===== config.mk =====
export PLATFORM = sky130hd
export DESIGN_NAME = odometry_move_sequencer
export DESIGN_NICKNAME = d
export VERILOG_FILES = /design/src/rtl/oms_pkg.sv /design/src/rtl/oms_regs.sv /design/src/rtl/odometry_move_sequencer.sv
export SDC_FILE = /design/constraint.sdc
export NUM_CORES = 2
export LEC_CHECK = 0
export BUFFER_PORTS_ARGS = -buffer_cell sky130_fd_sc_hd__buf_2
export CAP_MARGIN = 20
export CORE_UTILIZATION = 60
export CTS_BUF_LIST = sky130_fd_sc_hd__clkbuf_8
export CTS_CLUSTER_DIAMETER = 200
export CTS_CLUSTER_SIZE = 12
export DETAILED_ROUTE_END_ITERATION = 6
export PLACE_DENSITY = 0.76
export SETUP_SLACK_MARGIN = 0.4
export SYNTH_ARGS = -nofsm -noshare
export SYNTH_HDL_FRONTEND = slang
export SYNTH_SLANG_ARGS = --single-unit

===== constraint.sdc =====
create_clock -name i_clk -period 19.24 [get_ports i_clk]
set_clock_uncertainty 0.15 [all_clocks]
set_input_delay 0 -clock i_clk [delete_from_list [all_inputs] [get_ports i_clk]]
set_output_delay 0 -clock i_clk [all_outputs]
set_load 0.01 [all_outputs]

===== src/rtl/oms_pkg.sv =====
package oms_pkg;

    localparam int REG_ADDR_W  = 5;
    localparam int REG_DATA_W  = 32;

    // register indexes, byte address is 4 * index
    localparam logic [2:0] REG_LINEAR_SCALE  = 3'd0;
    localparam logic [2:0] REG_TURN_SCALE    = 3'd1;
    localparam logic [2:0] REG_DETOUR_DRIVE  = 3'd2;
    localparam logic [2:0] REG_DETOUR_TURN   = 3'd3;
    localparam logic [2:0] REG_BACKUP_LEN    = 3'd4;
    localparam logic [2:0] REG_SIDESTEP_LEN  = 3'd5;
    localparam logic [2:0] REG_PASS_LEN      = 3'd6;
    localparam logic [2:0] REG_DETOUR_ANGLE  = 3'd7;

    localparam logic [15:0] RST_LINEAR_SCALE = 16'd4096;
    localparam logic [15:0] RST_TURN_SCALE   = 16'd4096;
    localparam logic [8:0]  RST_DETOUR_DRIVE = 9'd75;
    localparam logic [8:0]  RST_DETOUR_TURN  = 9'd100;
    localparam logic [15:0] RST_BACKUP_LEN   = 16'd150;
    localparam logic [15:0] RST_SIDESTEP_LEN = 16'd250;
    localparam logic [15:0] RST_PASS_LEN     = 16'd150;
    localparam logic [8:0]  RST_DETOUR_ANGLE = 9'd90;

    localparam logic       REQ_START  = 1'b0;
    localparam logic       REQ_SENSOR = 1'b1;

    localparam logic [2:0] KIND_AVOID = 3'd0;
    localparam logic [2:0] KIND_FWD   = 3'd1;
    localparam logic [2:0] KIND_BACK  = 3'd2;
    localparam logic [2:0] KIND_CCW   = 3'd3;
    localparam logic [2:0] KIND_CW    = 3'd4;

    localparam logic [8:0] MAX_SPEED  = 9'd500;

    typedef enum logic [2:0] {
        PH_MAIN      = 3'd0,
        PH_BACKUP    = 3'd1,
        PH_TURN_OUT  = 3'd2,
        PH_SIDESTEP  = 3'd3,
        PH_TURN_BACK = 3'd4,
        PH_PASS      = 3'd5
    } t_phase;

    typedef struct packed {
        logic [15:0] linear_scale;
        logic [15:0] turn_scale;
        logic [8:0]  detour_drive_speed;
        logic [8:0]  detour_turn_speed;
        logic [15:0] backup_length;
        logic [15:0] sidestep_length;
        logic [15:0] pass_length;
        logic [8:0]  detour_angle;
    } t_cfg;

endpackage


===== src/rtl/oms_regs.sv =====
module oms_regs
    import oms_pkg::*;
(
    input  logic                  i_clk,
    input  logic                  i_rst_n,
    input  logic                  psel,
    input  logic                  penable,
    input  logic                  pwrite,
    input  logic [REG_ADDR_W-1:0] paddr,
    input  logic [REG_DATA_W-1:0] pwdata,
    output logic [REG_DATA_W-1:0] prdata,
    output logic                  pready,
    output t_cfg                  o_cfg
);

    t_cfg       r_cfg;
    logic       wr_en;
    logic [2:0] reg_idx;

    assign pready  = 1'b1;
    assign wr_en   = psel && penable && pwrite && pready;
    assign reg_idx = paddr[REG_ADDR_W-1:2];
    assign o_cfg   = r_cfg;

    always_ff @(posedge i_clk) begin
        if (!i_rst_n) begin
            r_cfg.linear_scale       <= RST_LINEAR_SCALE;
            r_cfg.turn_scale         <= RST_TURN_SCALE;
            r_cfg.detour_drive_speed <= RST_DETOUR_DRIVE;
            r_cfg.detour_turn_speed  <= RST_DETOUR_TURN;
            r_cfg.backup_length      <= RST_BACKUP_LEN;
            r_cfg.sidestep_length    <= RST_SIDESTEP_LEN;
            r_cfg.pass_length        <= RST_PASS_LEN;
            r_cfg.detour_angle       <= RST_DETOUR_ANGLE;
        end else if (wr_en) begin
            case (reg_idx)
                REG_LINEAR_SCALE: r_cfg.linear_scale       <= pwdata[15:0];
                REG_TURN_SCALE:   r_cfg.turn_scale         <= pwdata[15:0];
                REG_DETOUR_DRIVE: r_cfg.detour_drive_speed <= pwdata[8:0];
                REG_DETOUR_TURN:  r_cfg.detour_turn_speed  <= pwdata[8:0];
                REG_BACKUP_LEN:   r_cfg.backup_length      <= pwdata[15:0];
                REG_SIDESTEP_LEN: r_cfg.sidestep_length    <= pwdata[15:0];
                REG_PASS_LEN:     r_cfg.pass_length        <= pwdata[15:0];
                REG_DETOUR_ANGLE: r_cfg.detour_angle       <= pwdata[8:0];
                default: ;
            endcase
        end
    end

    always_comb begin
        case (reg_idx)
            REG_LINEAR_SCALE: prdata = {16'd0, r_cfg.linear_scale};
            REG_TURN_SCALE:   prdata = {16'd0, r_cfg.turn_scale};
            REG_DETOUR_DRIVE: prdata = {23'd0, r_cfg.detour_drive_speed};
            REG_DETOUR_TURN:  prdata = {23'd0, r_cfg.detour_turn_speed};
            REG_BACKUP_LEN:   prdata = {16'd0, r_cfg.backup_length};
            REG_SIDESTEP_LEN: prdata = {16'd0, r_cfg.sidestep_length};
            REG_PASS_LEN:     prdata = {16'd0, r_cfg.pass_length};
            REG_DETOUR_ANGLE: prdata = {23'd0, r_cfg.detour_angle};
            default:          prdata = '0;
        endcase
    end

endmodule


===== src/rtl/odometry_move_sequencer.sv =====
// Channel   Handshake                     Payload
// ------------------------------------------------------------------------------
// in        i_in_valid / o_in_stall       req_type, move_kind, target_amount,
//                                         drive_speed, distance/angle delta, bumps
// out       o_out_valid / i_out_stall     right_wheel, left_wheel, busy_res,
//                                         done_res, detour_step
// config    psel/penable/pwrite/pready    eight registers at byte address 4*index
//
// One item per cycle while o_in_stall is low; its registered result shows next cycle.
// The cycle is set by a 32-bit saturating add feeding a 45-bit goal compare and by the
// shared 16x16 goal multiplier, all between the state registers and the result register.
// Reset (synchronous, active low) clears the move state and loads register defaults.
// o_in_stall is high only while a result waits and the output side stalls.
module odometry_move_sequencer
    import oms_pkg::*;
(
    input  logic                    i_clk,
    input  logic                    i_rst_n,

    input  logic                    i_in_valid,
    output logic                    o_in_stall,
    input  logic                    i_req_type,
    input  logic [2:0]              i_move_kind,
    input  logic [15:0]             i_target_amount,
    input  logic [8:0]              i_drive_speed,
    input  logic signed [15:0]      i_distance_delta,
    input  logic signed [15:0]      i_angle_delta,
    input  logic                    i_bump_left,
    input  logic                    i_bump_right,

    output logic                    o_out_valid,
    input  logic                    i_out_stall,
    output logic signed [9:0]       o_right_wheel,
    output logic signed [9:0]       o_left_wheel,
    output logic                    o_busy_res,
    output logic                    o_done_res,
    output logic [2:0]              o_detour_step,

    input  logic                    psel,
    input  logic                    penable,
    input  logic                    pwrite,
    input  logic [REG_ADDR_W-1:0]   paddr,
    input  logic [REG_DATA_W-1:0]   pwdata,
    output logic [REG_DATA_W-1:0]   prdata,
    output logic                    pready
);

    function automatic logic is_turn(input logic [2:0] k);
        return (k == KIND_CCW) || (k == KIND_CW);
    endfunction

    function automatic logic [8:0] sat_speed(input logic [8:0] s);
        return (s > MAX_SPEED) ? MAX_SPEED : s;
    endfunction

    function automatic logic signed [31:0] sat_add(input logic signed [31:0] a,
                                                   input logic signed [15:0] d);
        logic signed [32:0] s;
        s = $signed({a[31], a}) + $signed({{17{d[15]}}, d});
        if (s[32] != s[31]) begin
            return s[32] ? 32'sh8000_0000 : 32'sh7FFF_FFFF;
        end
        return s[31:0];
    endfunction

    // accumulator taken in the move's direction, scaled by 4096, against goal
    function automatic logic reached(input logic [2:0] k, input logic signed [31:0] acc,
                                     input logic [31:0] goal);
        logic signed [32:0] v;
        logic signed [44:0] lhs;
        logic signed [44:0] rhs;
        v = $signed({acc[31], acc});
        if ((k == KIND_BACK) || (k == KIND_CW)) begin
            v = -v;
        end
        lhs = $signed({v, 12'd0});
        rhs = $signed({13'd0, goal});
        return lhs >= rhs;
    endfunction

    function automatic logic [2:0] seg_kind(input t_phase p, input logic side);
        case (p)
            PH_BACKUP:    return KIND_BACK;
            PH_TURN_OUT:  return side ? KIND_CW : KIND_CCW;
            PH_TURN_BACK: return side ? KIND_CCW : KIND_CW;
            default:      return KIND_FWD;
        endcase
    endfunction

    t_cfg cfg;

    oms_regs u_regs (
        .i_clk   (i_clk),
        .i_rst_n (i_rst_n),
        .psel    (psel),
        .penable (penable),
        .pwrite  (pwrite),
        .paddr   (paddr),
        .pwdata  (pwdata),
        .prdata  (prdata),
        .pready  (pready),
        .o_cfg   (cfg)
    );

    // move state
    t_phase             r_phase;
    logic [2:0]         r_kind;
    logic               r_running;
    logic               r_side;
    logic [8:0]         r_speed;
    logic signed [31:0] r_main_accum;
    logic [31:0]        r_main_goal;
    logic signed [31:0] r_seg_accum;
    logic [31:0]        r_seg_goal;

    t_phase             n_phase;
    logic [2:0]         n_kind;
    logic               n_running;
    logic               n_side;
    logic [8:0]         n_speed;
    logic signed [31:0] n_main_accum;
    logic [31:0]        n_main_goal;
    logic signed [31:0] n_seg_accum;
    logic [31:0]        n_seg_goal;

    // result register
    logic               r_out_valid;
    logic signed [9:0]  r_right;
    logic signed [9:0]  r_left;
    logic               r_busy;
    logic               r_done;
    logic [2:0]         r_step;

    logic signed [9:0]  n_right;
    logic signed [9:0]  n_left;
    logic               n_done;

    logic               in_acc;

    logic signed [31:0] macc;
    logic signed [31:0] sacc;
    logic [2:0]         cur_seg_kind;
    logic [5:1]         seg_live;
    logic [2:0]         enter_start;
    logic               found;
    logic [2:0]         next_seg;
    logic [15:0]        mul_a;
    logic [15:0]        mul_b;
    logic [31:0]        product;
    logic signed [31:0] check_accum;
    logic               do_enter;
    logic [2:0]         out_kind;
    logic [8:0]         out_speed;
    logic signed [9:0]  spd_pos;

    assign o_in_stall = r_out_valid && i_out_stall;
    assign in_acc     = i_in_valid && !o_in_stall;

    always_comb begin
        n_phase      = r_phase;
        n_kind       = r_kind;
        n_running    = r_running;
        n_side       = r_side;
        n_speed      = r_speed;
        n_main_accum = r_main_accum;
        n_main_goal  = r_main_goal;
        n_seg_accum  = r_seg_accum;
        n_seg_goal   = r_seg_goal;
        n_done       = 1'b0;
        do_enter     = 1'b0;

        macc         = sat_add(r_main_accum, is_turn(r_kind) ? i_angle_delta
                                                             : i_distance_delta);
        cur_seg_kind = seg_kind(r_phase, r_side);
        sacc         = sat_add(r_seg_accum, is_turn(cur_seg_kind) ? i_angle_delta
                                                                  : i_distance_delta);

        // a segment with a zero goal is met on entry, skip it
        seg_live[1] = (cfg.backup_length != '0) && (cfg.linear_scale != '0);
        seg_live[2] = (cfg.detour_angle != '0) && (cfg.turn_scale != '0);
        seg_live[3] = (cfg.sidestep_length != '0) && (cfg.linear_scale != '0);
        seg_live[4] = seg_live[2];
        seg_live[5] = (cfg.pass_length != '0) && (cfg.linear_scale != '0);

        enter_start = (r_phase == PH_MAIN) ? 3'd1 : 3'(r_phase + 3'd1);
        found       = 1'b0;
        next_seg    = 3'd0;
        for (int p = 5; p >= 1; p--) begin
            if ((3'(p) >= enter_start) && seg_live[3'(p)]) begin
                found    = 1'b1;
                next_seg = 3'(p);
            end
        end

        // one multiplier: start goal or next segment goal
        if (i_req_type == REQ_START) begin
            mul_a = i_target_amount;
            mul_b = is_turn(i_move_kind) ? cfg.turn_scale : cfg.linear_scale;
        end else begin
            case (t_phase'(next_seg))
                PH_BACKUP: begin
                    mul_a = cfg.backup_length;
                    mul_b = cfg.linear_scale;
                end
                PH_TURN_OUT, PH_TURN_BACK: begin
                    mul_a = {7'd0, cfg.detour_angle};
                    mul_b = cfg.turn_scale;
                end
                PH_SIDESTEP: begin
                    mul_a = cfg.sidestep_length;
                    mul_b = cfg.linear_scale;
                end
                default: begin
                    mul_a = cfg.pass_length;
                    mul_b = cfg.linear_scale;
                end
            endcase
        end
        product = mul_a * mul_b;

        check_accum = (r_phase == PH_MAIN) ? macc : r_main_accum;

        if (i_req_type == REQ_START) begin
            if (i_move_kind <= KIND_CW) begin
                n_kind       = i_move_kind;
                n_speed      = sat_speed(i_drive_speed);
                n_main_accum = '0;
                n_main_goal  = product;
                n_seg_accum  = '0;
                n_seg_goal   = '0;
                n_phase      = PH_MAIN;
                n_running    = 1'b1;
                if ((mul_a == '0) || (mul_b == '0)) begin
                    n_running = 1'b0;
                    n_done    = 1'b1;
                end
            end
        end else if (r_running) begin
            if (r_phase == PH_MAIN) begin
                n_main_accum = macc;
                if ((r_kind == KIND_AVOID) && (i_bump_left || i_bump_right)) begin
                    n_side   = i_bump_left;
                    do_enter = 1'b1;
                end else if (reached(r_kind, macc, r_main_goal)) begin
                    n_running = 1'b0;
                    n_phase   = PH_MAIN;
                    n_done    = 1'b1;
                end
            end else begin
                n_seg_accum = sacc;
                if (reached(cur_seg_kind, sacc, r_seg_goal)) begin
                    do_enter = 1'b1;
                end
            end
        end

        if (do_enter) begin
            if (found) begin
                n_seg_goal  = product;
                n_seg_accum = '0;
                n_phase     = t_phase'(next_seg);
            end else begin
                // detour used up, resume the main move and check it again
                n_phase = PH_MAIN;
                if (reached(r_kind, check_accum, r_main_goal)) begin
                    n_running = 1'b0;
                    n_done    = 1'b1;
                end
            end
        end

        out_kind  = (n_phase == PH_MAIN) ? n_kind : seg_kind(n_phase, n_side);
        out_speed = (n_phase == PH_MAIN) ? n_speed
                  : sat_speed(is_turn(out_kind) ? cfg.detour_turn_speed
                                                : cfg.detour_drive_speed);
        spd_pos   = $signed({1'b0, out_speed});
        if (!n_running) begin
            n_right = '0;
            n_left  = '0;
        end else begin
            case (out_kind)
                KIND_BACK: begin
                    n_right = -spd_pos;
                    n_left  = -spd_pos;
                end
                KIND_CCW: begin
                    n_right = spd_pos;
                    n_left  = -spd_pos;
                end
                KIND_CW: begin
                    n_right = -spd_pos;
                    n_left  = spd_pos;
                end
                default: begin
                    n_right = spd_pos;
                    n_left  = spd_pos;
                end
            endcase
        end
    end

    always_ff @(posedge i_clk) begin
        if (!i_rst_n) begin
            r_phase      <= PH_MAIN;
            r_kind       <= KIND_AVOID;
            r_running    <= 1'b0;
            r_side       <= 1'b0;
            r_speed      <= '0;
            r_main_accum <= '0;
            r_main_goal  <= '0;
            r_seg_accum  <= '0;
            r_seg_goal   <= '0;
        end else if (in_acc) begin
            r_phase      <= n_phase;
            r_kind       <= n_kind;
            r_running    <= n_running;
            r_side       <= n_side;
            r_speed      <= n_speed;
            r_main_accum <= n_main_accum;
            r_main_goal  <= n_main_goal;
            r_seg_accum  <= n_seg_accum;
            r_seg_goal   <= n_seg_goal;
        end
    end

    always_ff @(posedge i_clk) begin
        if (!i_rst_n) begin
            r_out_valid <= 1'b0;
        end else if (in_acc) begin
            r_out_valid <= 1'b1;
        end else if (!i_out_stall) begin
            r_out_valid <= 1'b0;
        end
    end

    always_ff @(posedge i_clk) begin
        if (in_acc) begin
            r_right <= n_right;
            r_left  <= n_left;
            r_busy  <= n_running;
            r_done  <= n_done;
            r_step  <= n_running ? 3'(n_phase) : 3'd0;
        end
    end

    assign o_out_valid   = r_out_valid;
    assign o_right_wheel = r_right;
    assign o_left_wheel  = r_left;
    assign o_busy_res    = r_busy;
    assign o_done_res    = r_done;
    assign o_detour_step = r_step;

    a_done_not_busy: assert property (@(posedge i_clk) disable iff (!i_rst_n)
        (r_out_valid && r_done) |-> !r_busy)
        else $error("finished move still reported busy");

    a_idle_wheels: assert property (@(posedge i_clk) disable iff (!i_rst_n)
        (r_out_valid && !r_busy) |-> ((r_right == '0) && (r_left == '0) && (r_step == '0)))
        else $error("idle result carries wheel speed or detour step");

    a_idle_main: assert property (@(posedge i_clk) disable iff (!i_rst_n)
        !r_running |-> (r_phase == PH_MAIN))
        else $error("detour phase held while no move runs");

    a_detour_avoid: assert property (@(posedge i_clk) disable iff (!i_rst_n)
        (r_phase != PH_MAIN) |-> (r_kind == KIND_AVOID))
        else $error("detour in a move that does not avoid");

    a_hold_state: assert property (@(posedge i_clk) disable iff (!i_rst_n)
        (!in_acc && $past(i_rst_n)) |=> ($stable(r_main_accum) && $stable(r_phase)))
        else $error("move state changed without an accepted item");

endmodule

# Word level (Yosys, flattened, before mapping)
# Cells that the tools add are included.
# op_classes
multipliers	1
n_lt_le_gt_ge	9
n_reduce_logical	47
add_sub_neg	7
n_eq_ne	32
n_bitwise	1
muxes	105
# ops
cell	n
$mux 32	20
$mux 33	12
$pmux 32 s8	1
$ge 45x33->1	3
$neg 32->33	3
$mux 16	6
$mux 9	8
$add 32x16->33	2
$reduce_bool 16->1	4
$mux 3	18
$pmux 16 s3	1
$eq 3x2->1 const B	13
$mux 1	36
$eq 3x3->1 const B	11
$logic_not 16->1	2
$mul 16x16->32	1
$reduce_and 2->1	10
$gt 9x9->1 const B	2
$pmux 3 s3	2
$eq 3x1->1 const B	4
$logic_not 3->1	4
$logic_and 1x1->1	11
$neg 9->10	1
$reduce_bool 9->1	1
other kinds (13)	26
# totals
reg_bits	278

# Depth between registers and ports, before layout
# logic_depth
ltp_word	31
mapped_depth	59
depth_no_buf	52

# By module
# A second synthesis with hierarchy kept.
# hier_totals
hier_cells	4130
area_unflattened_um2	32736.4
# modules_own_cells
module	n_inst	area_each_um2	cells_each	seq_area_each_um2
odometry_move_sequencer	1	27684.1	3564	3643.5
oms_regs	1	5052.3	566	2142.1

# Worst setup path before layout
# OpenSTA, ideal clock, no wires.
# synth_path
path_type	register to register
start	reg r_kind[2]
end	reg r_left[6] (netlist: o_left_wheel[6]), data pin
slack_ns	6.397
setup_ns	0.261
path_buffers	8
stages_incl_launch_ff	55
synth_period_minus_slack_ns	12.843
required_ns	18.829
arrival_ns	12.432
path_cell_list	dfxtp_1 clkbuf_1 inv_1 or3_1 o21ai_1 clkbuf_1 mux2_2 ha_1 clkbuf_1 a211oi_1 o21bai_1 or3_1 a221oi_1 and3_1 nor2b_1 o21a_1 nor2_1 xnor2_1 [... 19 more ...] o21ai_0 o21ai_0 a2111oi_0 nor2_1 a2111oi_0 o311ai_0 or4_1 or3_1 o31a_1 a21boi_4 o22ai_1 and2_1 a211oi_2 ha_1 inv_1 a21oi_1 a31oi_1 mux2i_1
# synth_between
elab_chain_cells	31
word_cells_on_any_way	70
classes_between	add/sub (4); order compare (3); eq/ne (10); mux (46); reduce/logical (7)
# synth_lines
item	line	rtl
start: declaration	odometry_move_sequencer.sv:107	logic [2:0] r_kind;
start signal: assignment	odometry_move_sequencer.sv:315	r_kind <= n_kind;
$eq 3x2->1 or $eq 3x3->1 (tied branches)	odometry_move_sequencer.sv:49, odometry_move_sequencer.sv:73	
$logic_or 1x1->1	odometry_move_sequencer.sv:49	return (k == KIND_CCW) || (k == KIND_CW);
$mux 16	odometry_move_sequencer.sv:172	macc = sat_add(r_main_accum, is_turn(r_kind) ? i_angle_delta
$add 32x16->33	odometry_move_sequencer.sv:59	s = $signed({a[31], a}) + $signed({{17{d[15]}}, d});
$mux 32 or $ne 1x1->1 (tied branches)	odometry_move_sequencer.sv:61, odometry_move_sequencer.sv:60	
$mux 32 or $mux 1 (tied branches)	odometry_move_sequencer.sv:60	if (s[32] != s[31]) begin
$mux 32	odometry_move_sequencer.sv:63	return s[31:0];
$neg 32->33	odometry_move_sequencer.sv:74	v = -v;
[... 15 more ...]	--	
$eq 3x2->1 or $eq 3x3->1 (tied branches)	odometry_move_sequencer.sv:49, odometry_move_sequencer.sv:281	
$logic_or 1x1->1	odometry_move_sequencer.sv:49	
$mux 9	odometry_move_sequencer.sv:274	: sat_speed(is_turn(out_kind) ? cfg.detour_turn_speed
$gt 9x9->1	odometry_move_sequencer.sv:53	return (s > MAX_SPEED) ? MAX_SPEED : s;
$mux 9	odometry_move_sequencer.sv:53	
$mux 9	odometry_move_sequencer.sv:273	out_speed = (n_phase == PH_MAIN) ? n_speed
$neg 9->10	odometry_move_sequencer.sv:284, odometry_move_sequencer.sv:288	
$mux 9	--	
end signal: assignment	odometry_move_sequencer.sv:339	r_left <= n_left;
end: declaration	odometry_move_sequencer.sv:129	logic signed [9:0] r_left;
# Several ways; a longest one is shown, not always the timed one. The select of a mux whose other input is x is not followed.
# A chain may end at the register's enable or synchronous reset.

# Worst setup path after layout
# Ends and elaborated chain as after synthesis.

==> flow_summary.yaml <==
synth:
  synth_top_flop_cell: "dfxtp_1"
  ys_ff_latch: 277
  synth-adder-area-share_pct: 21.30
  synth-simple-area-share_pct: 24.27
  ys_async_sr_fraction_pct: 0
  synthCells: 4171
  syn_avg_cell_area_um2: 7.796
  synthDistinctLibCells: 124
  yosys.area_share.xor_xnor_pct: 2.613
  ys.warnings.count: 0
  synth_edf_count: 24
  seq_area_frac_synth_pct: 17.79
  synth_compound_area_share_pct: 21.97
  synth_top_family_by_area: "simple AND/OR/NAND/NOR gates"
  syn_area_um2: 32520
  synth_mux_area_share_pct: 5.264
clocking:
  cts.repair.resized: 0
  htree_levels: 1
  cts.sinks: 277
  clk_pin_slew_ns: 0.12
  clockBufferDepth: 3
  post_cts_buffers: 0
  clkLatencyLatePin_ns: 0.67
  tritoncts: "built"
  cts_made_buffers: 27
  clockRootBuffer: "clkbuf_8"
  hold_buffers: 57
power_and_ir_drop:
  switching_share_pct: 40.81
  p_seq_share_pct: 36.0
  p_clk_share_pct: 21.2
  p_sw_mw: 0.6843
  ir_drop_mv: 0.06583
  p_int_mw: 0.9924
  power_frac_comb_pct: 42.8
  power.leakage_nw: 14.58
  p_per_area_nw_per_um2: 48.57
  p_total_mw: 1.677
worst_setup_path:
  end_kind: "register"
  crit_path_frequent_cell: "ha_1"
  r2r-start: "r_kind[2]$_SDFFE_PN0P_"
  slowest_stage: "a2111oi_0"
  crit_end: "o_left_wheel[6]$_SDFFCE_PN0P_"
  rr_worst_depth: 50
  cp-startpoint: "r_kind[2]$_SDFFE_PN0P_"
  r2r_setup_slack_ns: 5.34
  cp_max_fo: 47
  crit_arrival_ns: 14.14
  startpoint_type: "register"
  worstSetupPathType: "register to register"
  r2r-end: "o_left_wheel[6]$_SDFFCE_PN0P_"
  cpPeakStageDelay_ns: 0.58
  crit_required_ns: 19.48
drt:
  drt-initial-drc-count: 3002
  firstDrtPassIters: 6
  vias: 31150
  vias_per_cell: 6.346
  postRouteAntennaNets: 0
  drc: 0
  wirelength_um: 96090
  wl_per_cell_um: 19.58
cells_and_area:
  area_growth_pct: 6.168
  nNetsFinal: 4755
  drive_above_1_share_pct: 9.583
place:
  dp_slack_ns: 5.548
  port_buffers: 131
  hpwlAfterDp_um: 71180
  place_congestion: 0.9963
timing:
  tns_ns: 0
  fin_crit_sh_pct: 72.22
  slew_violations: 0
  setup_ws_ns: 5.344
  min_period_ns: 13.90
  max_slew_margin_pct: 28.57
  timing.fmax_ghz: 0.07197
  rsz0062_at_grt: "false"
  fin_hold_ws_ns: 0.02822
  final_hold_viol_count: 0
  worst_pin_slew_ns: 1.067
  setup_viol: 0
global_routing:
  track_usage_pct: 34.32
  antenna_found_initial: 3
  grt_pass1_vias: 29580
  grt_max_degree: 145
  grt.overflow.total: 0
  grt_pass1_wl_um: 155700
floorplanning:
  die_y_um: 234.8
  start_util_pct: 61.27
  ioPinCount: 167
  rows: 84
  die_w_um: 234.8
  core-area_um2: 53080
  die_area_um2: 55130
hold_path:
  min_from: "pwdata[13]"
  min_delay_path_depth: 4
  hp-class: "input pin to register"
status:
  status: "completed"
run:
  maxCapViolCount: 0
-- metrics by stage --
step                      instance area [um2]  cells  util [%]
after floorplan                         32580   4186         -
after global placement                  33520   4812     63.16
after detailed placement                33530   4813     63.17
after CTS                               34510   4903     65.02
after global routing                    34520   4906     65.04
final                                   34520   4908     65.05
-- power groups by stage --
stage | registers (mW) | logic [mW] | clock network, mW
final | 0.604 | 0.717 | 0.356
after global routing | 0.605 | 0.787 | 0.377
after CTS | 0.604 | 0.703 | 0.358
after detailed placement | 0.617 | 0.690 | 0
after global placement | 0.617 | 0.681 | 0
after floorplan | 0.618 | 0.509 | 0
-- cells in the mapped netlist (16+ instances only) --
cell | instances | area, um2
nand4_1 | 54 | 337.8
nand3_1 | 127 | 635.6
a21o_1 | 60 | 450.4
o31ai_1 | 24 | 180.2
edfxtp_1 | 24 | 720.7
or2_2 | 23 | 143.9
a211oi_1 | 35 | 262.8
nor2b_1 | 125 | 782.0
nor4_1 | 43 | 269.0
a21boi_0 | 140 | 1051
ha_1 | 240 | 3003
a22oi_1 | 60 | 450.4
o211ai_1 | 22 | 165.2
xnor2_1 | 64 | 560.5
o21ai_1 | 16 | 80.08
and2_1 | 79 | 494.2
fa_1 | 196 | 3924
o21a_1 | 38 | 285.3
clkbuf_1 | 186 | 698.2
nor2_1 | 243 | 912.1
inv_1 | 310 | 1164
dfxtp_1 | 253 | 5065
xor2_1 | 33 | 289.0
buf_4 | 18 | 135.1
mux2i_1 | 63 | 630.6
nor3_1 | 74 | 370.4
nand2b_1 | 26 | 162.7
a21oi_1 | 164 | 820.8
o21ai_0 | 181 | 905.9
mux2_2 | 67 | 754.5
or3_1 | 27 | 168.9
nand2_1 | 710 | 2665
and4_1 | 17 | 148.9
buf_2 | 19 | 95.09
and3_1 | 40 | 250.2
a31oi_1 | 40 | 250.2
-- worst max-delay path: cells and delay by family (launching register included) --
kind                       cells  cell delay, ns
adders and majority gates      5            1.49
DFF                            1            0.44
xor gates and xnor gates       2            0.42
muxes                          2            0.69
AOI/OAI and AO/OA             21            5.80
buffers and inverters          6            1.20
and+or+nand+nor               14            3.41
-- placed cells by master (no fill, tap or decap), types with 38 or more instances in the layout --
cell type / instances
nand2_1: 709
inv_1: 314
dfxtp_1: 253
nor2_1: 241
ha_1: 240
fa_1: 196
o21ai_0: 181
a21oi_1: 161
a21boi_0: 140
buf_2: 131
nand3_1: 127
nor2b_1: 124
and2_1: 79
nor3_1: 73
mux2_2: 67
xnor2_1: 64
mux2i_1: 63
a22oi_1: 60
a21o_1: 60
dlygate4sd3_1: 57
nand4_1: 54
buf_4: 54
nor4_1: 42
and3_1: 40
a31oi_1: 39
o21a_1: 38
-- layer usage --
layer | up-vias | routed length (um) | global-route usage, %
met5 | - | 0 | 0
met4 | 0 | 3761 | 13.28
met3 | 240 | 8180 | 4.323
met2 | 1482 | 43060 | 55.10
met1 | 14710 | 41090 | 47.08
li1 | 14710 | - | -
-- layout make-up --
class                           instances  area [um2]
Antenna cell                            4       10.01
Clock buffer                           27       371.6
Clock inverter                          6       37.54
Fill cell                            4631       18550
Inverter                              312        1171
Multi-Input combinational cell       3351       24640
Sequential cell                       277        5786
Tap cell                              688       860.8
Timing Repair Buffer                  243        1643
-- worst min-delay path by stage --
stage | slack (ns) | endpoint
after detailed placement | 0.09 | o_out_valid$_SDFFE_PN0P_
after global placement | 0.08 | o_out_valid$_SDFFE_PN0P_
after CTS | 0.01 | u_regs.o_cfg[5]$_SDFFE_PN0P_
final | 0.03 | u_regs.o_cfg[38]$_SDFFE_PN0P_
after floorplan | -0.03 | o_out_valid$_SDFFE_PN0P_
after global routing | 0.05 | u_regs.o_cfg[38]$_SDFFE_PN0P_
-- state kept, by name (all words and copies together), names as in the netlist --
register / count
u_regs.o_cfg: 107
r_main_accum: 32
r_main_goal: 32
r_seg_accum: 32
r_seg_goal: 32
o_right_wheel: 10
o_left_wheel: 9
r_speed: 9
o_detour_step: 3
r_kind: 3
r_phase: 3
o_busy_res: 1
o_done_res: 1
o_out_valid: 1
r_running: 1
r_side: 1
-- kinds of logic after synthesis --
group	after synthesis
buffers and inverters	558
XOR/XNOR	97
multiplexers	145
AO/OA/AOI/OAI	1007
AND/OR/NAND/NOR	1649
adder cells (fa/ha/maj)	436
flip-flops	277
other	2
Note: power is estimated with default switching activity, not from simulation.
